## config.mk

```make
export PLATFORM = sky130hd
export DESIGN_NAME = dual_fixed_block_pool_allocator_unit
export DESIGN_NICKNAME = d
export VERILOG_FILES = /design/src/rtl/dfbpa_pkg.sv /design/src/rtl/dfbpa_ram.sv /design/src/rtl/dfbpa_pool.sv /design/src/rtl/dual_fixed_block_pool_allocator_unit.sv
export SDC_FILE = /design/constraint.sdc
export NUM_CORES = 1
export LEC_CHECK = 0
export BUFFER_PORTS_ARGS = -buffer_cell sky130_fd_sc_hd__buf_4
export CELL_PAD_IN_SITES_DETAIL_PLACEMENT = 2
export CELL_PAD_IN_SITES_GLOBAL_PLACEMENT = 2
export CORE_ASPECT_RATIO = 1.1
export CORE_MARGIN = 10
export CORE_UTILIZATION = 48
export DETAILED_ROUTE_END_ITERATION = 8
export PLACE_DENSITY_LB_ADDON = 0.1
export SLEW_MARGIN = 20
export SYNTH_ARGS = -nofsm -noshare
export SYNTH_HDL_FRONTEND = slang
export SYNTH_HIERARCHICAL = 1
export SYNTH_SLANG_ARGS = --single-unit
```

## constraint.sdc

```tcl
create_clock -name clk -period 4.6 [get_ports clk]
set_input_delay 0.46 -clock clk [delete_from_list [all_inputs] [get_ports clk]]
set_output_delay 0.46 -clock clk [all_outputs]
set_load 0.01 [all_outputs]
```

## src/rtl/dfbpa_pkg.sv

```systemverilog
`timescale 1ns / 1ps
// ----------------------------------------------------------------------------
// dfbpa_pkg
// shared types and constants for the dual fixed block pool allocator
// ----------------------------------------------------------------------------
package dfbpa_pkg;

    localparam int unsigned SLOT_W = 5;
    localparam int unsigned CNT_W  = 6;

    localparam logic ACT_ALLOC = 1'b0;
    localparam logic ACT_FREE  = 1'b1;

    localparam logic POOL_PLAIN = 1'b0;
    localparam logic POOL_DYN   = 1'b1;

    localparam logic STATUS_OK        = 1'b0;
    localparam logic STATUS_EXHAUSTED = 1'b1;

    typedef enum logic
    {
        POOL_IDLE,
        POOL_POP
    } pool_state_t;

    typedef struct packed
    {
        logic              action;
        logic [SLOT_W-1:0] slot_index;
    } pool_cmd_t;

    typedef struct packed
    {
        logic              status;
        logic [SLOT_W-1:0] granted_slot;
        logic [CNT_W-1:0]  used_count;
        logic [CNT_W-1:0]  free_count;
    } pool_result_t;

endpackage

```

## src/rtl/dfbpa_ram.sv

```systemverilog
`timescale 1ns / 1ps
// ----------------------------------------------------------------------------
// dfbpa_ram
// generic single write port ram with registered read
// ----------------------------------------------------------------------------
module dfbpa_ram
#(
    parameter int unsigned WIDTH = 8,
    parameter int unsigned DEPTH = 32
)
(
    input  logic                     clk,
    input  logic                     we,
    input  logic [$clog2(DEPTH)-1:0] waddr,
    input  logic [WIDTH-1:0]         wdata,
    input  logic [$clog2(DEPTH)-1:0] raddr,
    output logic [WIDTH-1:0]         rdata
);

    logic [WIDTH-1:0] mem [DEPTH];
    logic [WIDTH-1:0] rdata_reg;

    always_ff @(posedge clk)
    begin
        if (we)
        begin
            mem[waddr] <= wdata;
        end
        rdata_reg <= mem[raddr];
    end

    assign rdata = rdata_reg;

endmodule

```

## src/rtl/dfbpa_pool.sv

```systemverilog
`timescale 1ns / 1ps
// ----------------------------------------------------------------------------
// dfbpa_pool
// one lifo free list pool: head register, use count and next-link memory
// ----------------------------------------------------------------------------
module dfbpa_pool
#(
    parameter int unsigned DEPTH = 32
)
(
    input  logic                    clk,
    input  logic                    rst_n,
    input  logic                    cmd_valid,
    input  dfbpa_pkg::pool_cmd_t    cmd,
    output logic                    busy,
    output logic                    done,
    output dfbpa_pkg::pool_result_t result
);

    import dfbpa_pkg::*;

    localparam int unsigned IW    = $clog2(DEPTH);
    localparam int unsigned LW    = $clog2(DEPTH + 1);
    localparam int unsigned CMP_W = (LW > SLOT_W) ? LW : SLOT_W;

    localparam logic [LW-1:0]    DEPTH_L = LW'(DEPTH);
    localparam logic [CMP_W-1:0] DEPTH_C = CMP_W'(DEPTH);

    pool_state_t    state_reg, state_next;
    logic [LW-1:0]  head_reg, head_next;
    logic [LW-1:0]  in_use_reg, in_use_next;
    logic [DEPTH-1:0] valid_reg, valid_next;
    logic           done_reg, done_next;
    pool_result_t   result_reg, result_next;

    logic           we;
    logic [IW-1:0]  waddr;
    logic [LW-1:0]  wdata;
    logic [IW-1:0]  head_idx;
    logic [LW-1:0]  rdata;
    logic [LW-1:0]  pop_link;
    logic           exhausted;
    logic           free_ok;

    assign head_idx = head_reg[IW-1:0];

    dfbpa_ram
    #(
        .WIDTH (LW),
        .DEPTH (DEPTH)
    )
    u_link_ram
    (
        .clk   (clk),
        .we    (we),
        .waddr (waddr),
        .wdata (wdata),
        .raddr (head_idx),
        .rdata (rdata)
    );

    // links not yet written since reset are taken as pointing to the next slot
    assign pop_link  = valid_reg[head_idx] ? rdata : (head_reg + LW'(1));
    assign exhausted = (head_reg >= DEPTH_L) || (in_use_reg >= DEPTH_L);
    assign free_ok   = (in_use_reg != '0) && (CMP_W'(cmd.slot_index) < DEPTH_C);

    always_ff @(posedge clk or negedge rst_n)
    begin
        if (!rst_n)
        begin
            state_reg  <= POOL_IDLE;
            head_reg   <= '0;
            in_use_reg <= '0;
            valid_reg  <= '0;
            done_reg   <= 1'b0;
        end
        else
        begin
            state_reg  <= state_next;
            head_reg   <= head_next;
            in_use_reg <= in_use_next;
            valid_reg  <= valid_next;
            done_reg   <= done_next;
        end
    end

    always_ff @(posedge clk)
    begin
        result_reg <= result_next;
    end

    always_comb
    begin
        state_next   = state_reg;
        head_next    = head_reg;
        in_use_next  = in_use_reg;
        valid_next   = valid_reg;
        done_next    = 1'b0;
        we           = 1'b0;
        waddr        = IW'(cmd.slot_index);
        wdata        = head_reg;
        result_next  = result_reg;
        result_next.status       = STATUS_OK;
        result_next.granted_slot = '0;

        case (state_reg)
            POOL_IDLE:
            begin
                if (cmd_valid)
                begin
                    if (cmd.action == ACT_ALLOC)
                    begin
                        if (exhausted)
                        begin
                            result_next.status = STATUS_EXHAUSTED;
                            done_next          = 1'b1;
                        end
                        else
                        begin
                            state_next = POOL_POP;
                        end
                    end
                    else
                    begin
                        if (free_ok)
                        begin
                            we                = 1'b1;
                            valid_next[waddr] = 1'b1;
                            head_next         = LW'(cmd.slot_index);
                            in_use_next       = in_use_reg - LW'(1);
                        end
                        done_next = 1'b1;
                    end
                end
            end
            POOL_POP:
            begin
                // granted slot's link becomes null
                we                       = 1'b1;
                waddr                    = head_idx;
                wdata                    = DEPTH_L;
                valid_next[head_idx]     = 1'b1;
                head_next                = pop_link;
                in_use_next              = in_use_reg + LW'(1);
                result_next.granted_slot = SLOT_W'(head_reg);
                done_next                = 1'b1;
                state_next               = POOL_IDLE;
            end
            default:
            begin
                state_next = POOL_IDLE;
            end
        endcase

        result_next.used_count = CNT_W'(in_use_next);
        result_next.free_count = CNT_W'(DEPTH_L - in_use_next);
    end

    assign busy   = (state_reg == POOL_POP);
    assign done   = done_reg;
    assign result = result_reg;

    a_count_bound: assert property (@(posedge clk) disable iff (!rst_n)
        in_use_reg <= DEPTH_L)
        else $error("use count above pool depth");

    a_pop_done: assert property (@(posedge clk) disable iff (!rst_n)
        state_reg == POOL_POP |=> state_reg == POOL_IDLE && done_reg)
        else $error("pop did not complete in one cycle");

    a_pop_count: assert property (@(posedge clk) disable iff (!rst_n)
        state_reg == POOL_POP |=> in_use_reg == $past(in_use_reg) + LW'(1))
        else $error("pop did not raise use count");

    a_done_idle: assert property (@(posedge clk) disable iff (!rst_n)
        done_reg |-> state_reg == POOL_IDLE)
        else $error("result while pop pending");

endmodule

```

## src/rtl/dual_fixed_block_pool_allocator_unit.sv

```systemverilog
`timescale 1ns / 1ps
// ----------------------------------------------------------------------------
// dual_fixed_block_pool_allocator_unit
// two lifo free list slot pools, plain and dynamic, with allocate and free
// ----------------------------------------------------------------------------
// A command is taken when start is high and busy is low. A free, or an
// allocate on an exhausted pool, gives its result in the cycle after the
// transfer and leaves busy low, so such commands can follow every cycle. A
// successful allocate reads the head slot's next link from the pool's link
// memory, which has a registered read, holds busy high in the pop state and
// gives its result from the done register after that state. The result is
// shown for one cycle with done high and cannot be held off by the receiver.
// ----------------------------------------------------------------------------
module dual_fixed_block_pool_allocator_unit
#(
    parameter int unsigned PLAIN_POOL_DEPTH = 32,
    parameter int unsigned DYN_POOL_DEPTH   = 32
)
(
    input  logic                          clk,
    input  logic                          rst_n,
    input  logic                          start,
    output logic                          busy,
    input  logic                          action,
    input  logic                          pool_select,
    input  logic [dfbpa_pkg::SLOT_W-1:0]  slot_index,
    output logic                          done,
    output logic                          status,
    output logic [dfbpa_pkg::SLOT_W-1:0]  granted_slot,
    output logic [dfbpa_pkg::CNT_W-1:0]   used_count,
    output logic [dfbpa_pkg::CNT_W-1:0]   free_count
);

    import dfbpa_pkg::*;

    pool_cmd_t    cmd;
    logic         accept;
    logic         plain_busy, dyn_busy;
    logic         plain_done, dyn_done;
    pool_result_t plain_result, dyn_result;
    pool_result_t out_result;

    assign cmd.action     = action;
    assign cmd.slot_index = slot_index;
    assign busy           = plain_busy | dyn_busy;
    assign accept         = start & ~busy;

    dfbpa_pool
    #(
        .DEPTH (PLAIN_POOL_DEPTH)
    )
    u_plain_pool
    (
        .clk       (clk),
        .rst_n     (rst_n),
        .cmd_valid (accept && (pool_select == POOL_PLAIN)),
        .cmd       (cmd),
        .busy      (plain_busy),
        .done      (plain_done),
        .result    (plain_result)
    );

    dfbpa_pool
    #(
        .DEPTH (DYN_POOL_DEPTH)
    )
    u_dyn_pool
    (
        .clk       (clk),
        .rst_n     (rst_n),
        .cmd_valid (accept && (pool_select == POOL_DYN)),
        .cmd       (cmd),
        .busy      (dyn_busy),
        .done      (dyn_done),
        .result    (dyn_result)
    );

    assign out_result   = dyn_done ? dyn_result : plain_result;
    assign done         = plain_done | dyn_done;
    assign status       = out_result.status;
    assign granted_slot = out_result.granted_slot;
    assign used_count   = out_result.used_count;
    assign free_count   = out_result.free_count;

    a_one_result: assert property (@(posedge clk) disable iff (!rst_n)
        !(plain_done && dyn_done))
        else $error("both pools report a result");

    a_one_busy: assert property (@(posedge clk) disable iff (!rst_n)
        !(plain_busy && dyn_busy))
        else $error("both pools busy");

    a_busy_result: assert property (@(posedge clk) disable iff (!rst_n)
        busy |=> done)
        else $error("pending allocate gave no result");

endmodule

```

Yosys cells after proc, flatten, opt, wreduce, memory -nomap -nowiden
Memory sizes are Yosys's and may differ from the RTL's. A register that Yosys moved wholly into a read port is not among the register bits. Index checks and enable logic that the tools add are counted.

Flip-flop bits (word level): 128. Bits in writable memories: 384. Input port bits: 10. Output and inout port bits: 20. Logic and storage cells: 139. Memories kept: 2.

Add/sub/neg operators: 8. $lt $le $gt $ge: 10. Eq/ne operators: 6. Multiplexer cells: 69. Bitwise logic cells: 13. Reductions and logical operators: 13.

Memory list: u_dyn_pool.u_link_ram.mem (depth 32, width 6, read ports 1, clocked after memory_dff 1, wr ports 1, RTL line dfbpa_ram.sv:20) `logic [WIDTH-1:0] mem [DEPTH];`; u_plain_pool.u_link_ram.mem (depth 32, width 6, read ports 1, clocked after memory_dff 1, wr ports 1, RTL line dfbpa_ram.sv:20).

Operator list (count): $mux 32 (6); $or 32x32->32 (4); $pmux 32 s2 (2); $mux 6 (16); $pmux 6 s2 (4); $mux 1 (27); $add 6x1->6 const B (4); $ge 6x6->1 const B (4); $lt 5x6->1 const B (3); $mux 18 (1); $demux 1 s5 (3); $ge 5x1->1 const B (3); $pmux 1 s2 (6); $reduce_bool 6->1 (2); $sub 6x1->6 const B (2); $sub 6x6->6 const A (2); $bmux 1 s5 (2); $mux 5 (2); $ne 2x1->1 const B (4); $not 1->1 (6); $reduce_and 3->1 (2); $reduce_or 3->1 (2); $logic_and 1x1->1 (5); $ne 2x2->1 const B (2); other kinds (3) (5).

Longest topological paths before layout
Word-level depth: 9. Depth in mapped cells: 11. Gate-level depth less buffers: 11.

Cells and area by module
The synthesis kept the hierarchy.

Modules (own cells, without submodules): dfbpa_ram (instances 2, cells each 323, area an instance 7589.8 um^2, sequential area each 5885.6 um^2); dfbpa_pool at u_plain_pool (instances 1, cells each 336, area an instance 3430.8 um^2, sequential area each 1491.4 um^2); dfbpa_pool at u_dyn_pool (instances 1, cells each 343, area an instance 3362.0 um^2, sequential area each 1491.4 um^2); dual_fixed_block_pool_allocator_unit (instances 1, cells each 24, area an instance 299.0 um^2, sequential area each 0.0 um^2).

Least setup slack after synthesis
Ideal clock, no wire load.

Kind: input to register. From: input port start. To: memory u_dyn_pool/u_link_ram/mem[0][0] (netlist bit), enable pin. Setup time: 0.350 ns. Arrival: 2.858 ns. Data required time: 4.250 ns. Slack: 1.392 ns. Cell stages on the path: 9. Path buffers: 3. Cells stage by stage: nor4bb_1 > nand2_1 > a21oi_1 > or2_1 > clkbuf_1 > buf_2 > or3b_2 > clkbuf_1 > nor2_1.

Cells in the longest elaborated chain, start to end: 6.

RTL lines: from (decl) (RTL line dual_fixed_block_pool_allocator_unit.sv:22) `input logic start,`; $and 1x1->1 (RTL line dual_fixed_block_pool_allocator_unit.sv:46) `assign accept = start & ~busy;`; $logic_and 1x1->1 (RTL line dual_fixed_block_pool_allocator_unit.sv:71) `.cmd_valid (accept && (pool_select == POOL_DYN)),`; $mux 1 (RTL line dfbpa_pool.sv:109) `if (cmd_valid)`; $pmux 1 s2 (RTL line dfbpa_pool.sv:106) `case (state_reg)`; named net u_dyn_pool.we (RTL line dfbpa_pool.sv:36) `logic we;`; $mux 1 (RTL line dfbpa_ram.sv:25) `if (we)`; $mux 1 (not written as such) (RTL line dfbpa_ram.sv:27) `mem[waddr] <= wdata;`; to (decl) (RTL line dfbpa_ram.sv:20).

The timed path passes the listed nets, and every way through them passes these cells.

Worst setup path after layout
From: register u_plain_pool.in_use_reg[0]. To: memory u_plain_pool/u_link_ram/mem[21][3] (netlist bit), enable pin.

Cells in the longest elaborated chain, start to end: 7.

RTL lines: from (decl) (RTL line dfbpa_pool.sv:31) `logic [LW-1:0] in_use_reg, in_use_next;`; from (signal assigned) (RTL line dfbpa_pool.sv:81) `in_use_reg <= in_use_next;`; $reduce_bool 6->1 (RTL line dfbpa_pool.sv:65) `assign free_ok = (in_use_reg != '0) && (CMP_W'(cmd.slot_index) < DEPTH_C);`; $mux 1 (RTL line dfbpa_pool.sv:125) `if (free_ok)`; $mux 1 (RTL line dfbpa_pool.sv:111) `if (cmd.action == ACT_ALLOC)`; $mux 1 (RTL line dfbpa_pool.sv:109); $pmux 1 s2 (RTL line dfbpa_pool.sv:106); $mux 1 (RTL line dfbpa_ram.sv:25); $mux 1 (not written as such) (RTL line dfbpa_ram.sv:27); to (decl) (RTL line dfbpa_ram.sv:20).

No other way between the ends.

==> metrics.txt <==
outcome=finished with violations; violated checks=hold timing; max incr delay on CP=0.63 ns; CTS tree=done; Synth Area in XOR/XNOR=0.944%; die area=55,400 µm²; Lkg Pwr=8.77 nW; initial DRC count=1,130; Via Count=12,700; detailed-route DRC error count=0; DRT Wirelength=roughly 63 mm; root buffer cell=clkbuf_16; Pre-antenna DRT Iters=5; cts bufs inserted=53; final period utilization=75.5%; Hold Path Class=primary input to asynchronous set/reset pin; most used routing layer=met2; total global routing overflow=0; GR Layer Usage met2=37.7%; PD cells=636 nW/µm²; fin crit period=3.47 ns; largest net degree at the start of global routing=67; Critical Setup Path Class=register to register; complex-gate fraction of the synthesized area=under 10%; gpl congestion=around 0.78; Synth Instances=~1,300; ys flop type=edfxtp_1; DR vias/cell=between 6 and 7; IO Port Bufs=29; endpoints failing setup=0; Multi-input gate area=approximately 6900 µm²; Initial Util=48.7%; asr flop ratio synth=17.6%; first-pass GRT wire length=96.2 mm; buffer and inverter count on the worst path=3; leading area contributor after synthesis=edfxtp_1; Crit Path Max Fanout=34; mux cell area share after synthesis=16.0%; vias in the first global route=around 14,000; sequential fraction of the synthesis area=66.2%; Reg clk slew, reported paths=0.07 ns; M1 GR Usage=31.8%; Post-synth top cells=edfxtp_1, mux4_2, nor2_1, dfrtp_1, a21o_1; Die X=225 µm; post-CTS sizing=0; WHS=-0.0137 ns; H-tree Lvls=2; skew final=0.0167 ns; top-count cell post-synth=edfxtp_1; # IOs=30; Syn Std Cell Area=22,300 µm²; R2R setup slack=around 1.1 ns; deepest clock path buffer count=3; FF-to-FF path depth=9; Synth warnings=6; Critical Path End Type=register; Slowest-stage cell, CP=nor2_1; Max Cap Viol=0; die height=around 250 µm; worst vdd ir=0.000355 V; initial antenna violation count=2; CTS Sinks=522; layout net count=1,402; crit path launch=u_plain_pool/in_use_reg[0]; RSZ-0062 raised after global routing=false; Yosys top cell area share=51.8%; CP Data Arrival Time=3.72 ns; Core Region=45,800 µm²; all-layer global routing usage=between 20% and 30%; Avg Cell Area, Syn=between 15 and 20 µm²; Post-CTS Hold Fix Bufs=0; HPWL after detailed placement=a little under 40 mm; slew margin rel.=30.3%; Mapped Nets=1,375; Final Hold Fails=18; post-synthesis simple-gate area fraction=6.39%; Avg WL per Cell=approximately 31 µm; clk_lat worst skew=between 0.6 and 0.7 ns; main combinational cell family by area after synthesis=multiplexers; fin util=53.8%; critical path's top delay family=simple AND/OR/NAND/NOR gates; Yosys cell types=75; Worst Path Required=4.84 ns; Area contributors post-synth=edfxtp_1, mux4_2, dfrtp_1; R2R Path End=u_plain_pool/u_link_ram/mem[21][3]; Fin Setup TNS=0 ns; layout cells sized above 1=22.6%; Fillers=4,049; Worst Tran Pin Value=~1.0 ns; cell mode on critical path=buf_4; post-route antenna net violation count=0; crit path launch type=register; Synth Register Bits=522; fmax=about 290 MHz; Area growth syn-to-layout=10.5%; met3 Track Usage GR=3.75%; Top Registers=u_dyn_pool/u_link_ram/mem: 192 flops, u_plain_pool/u_link_ram/mem: 192 flops; postcts setup bufs=0; number of synthesized flops with an enable pin=384; worst reg2reg startpoint=u_plain_pool/in_use_reg[0]; Cell Chain, Critical Path=inv_1, ha_1, nor4b_4, a21oi_1, buf_4, or2_2, buf_4, nand3b_1, nor2_1; Max Slew Vio Count=0; post-synthesis adder-cell area fraction=0.899%; register area=14,800 µm²; num rows=82
==> routing by layer <==
metal | routed length (µm) | vias to the layer above
met5 | 17 | -
met4 | 1710 | 2
met3 | 3600 | 110
met2 | 30700 | 435
met1 | 26900 | 6752
li1 | - | 5365
==> final cells by class <==
class | count | area share, %
clock buffer | 67 | 5.60
inverter | 27 | 0.412
sequential | 522 | 60.0
multi-input combinational | 716 | 28.1
timing repair buffer | 56 | 1.71
tap | 588 | 2.99
clock inverter | 31 | 1.17
antenna | 1 | 0.0102
==> how the worst max path moves through the flow <==
stage | to | slack [ns] | cells after the start
after detailed placement | u_dyn_pool/u_link_ram/mem[11][3] | 0.96 | 8
after floorplan | u_dyn_pool/u_link_ram/mem[0][0] | 1.39 | 9
final | u_plain_pool/u_link_ram/mem[21][3] | 1.13 | 9
after global routing | u_dyn_pool/u_link_ram/mem[11][2] | 0.82 | 7
after global placement | u_dyn_pool/u_link_ram/mem[20][3] | 1.27 | 8
after CTS | u_dyn_pool/u_link_ram/mem[11][2] | 1.14 | 7
==> report_power, final <==
part	internal, mW	total (mW)	switching, mW
Sequential	5.97	6.65	0.677
Combinational	2.06	4.73	2.66
Clock	2.40	4.27	1.87
==> cells by family after synthesis <==
| family | after synthesis |
|---|---|
| and+or+nand+nor | 274 |
| adders and majority gates | 16 |
| xor gates and xnor gates | 24 |
| buffers and inverters | 111 |
| muxes | 196 |
| AOI/OAI and AO/OA | 206 |
| DFF | 522 |
==> stage by stage <==
step | power (mW) | setup WS [ns] | instance area [µm²] | instances | hold slack (ns)
5_1_grt | 16.4 | 0.817 | 24600 | 2007 | 0.0348
6_report | 15.6 | 1.13 | 24600 | 2008 | -0.0137
4_1_cts | 15.8 | 1.14 | 24600 | 2007 | 0.00486
2_1_floorplan | 9.81 | 1.39 | 22300 | 1349 | 0.164
3_3_place_gp | 11.2 | 1.27 | 22900 | 1909 | 0.435
3_5_place_dp | 11.4 | 0.955 | 22900 | 1909 | 0.446
==> cells in the final DEF, fill, tap and decap left out, types with 18 or more instances in the layout <==
master and instances:
edfxtp_1 384, mux4_2 122, nor2_1 107, dfrtp_1 86, a21o_1 71, o22ai_1 66
buf_4 56, clkbuf_16 53, dfxtp_1 46, mux2i_1 44, nand2_1 40, nand3_1 29
inv_1 25, mux2_2 21, nand3b_1 18
No activity file was read; power rests on OpenSTA's default activity.
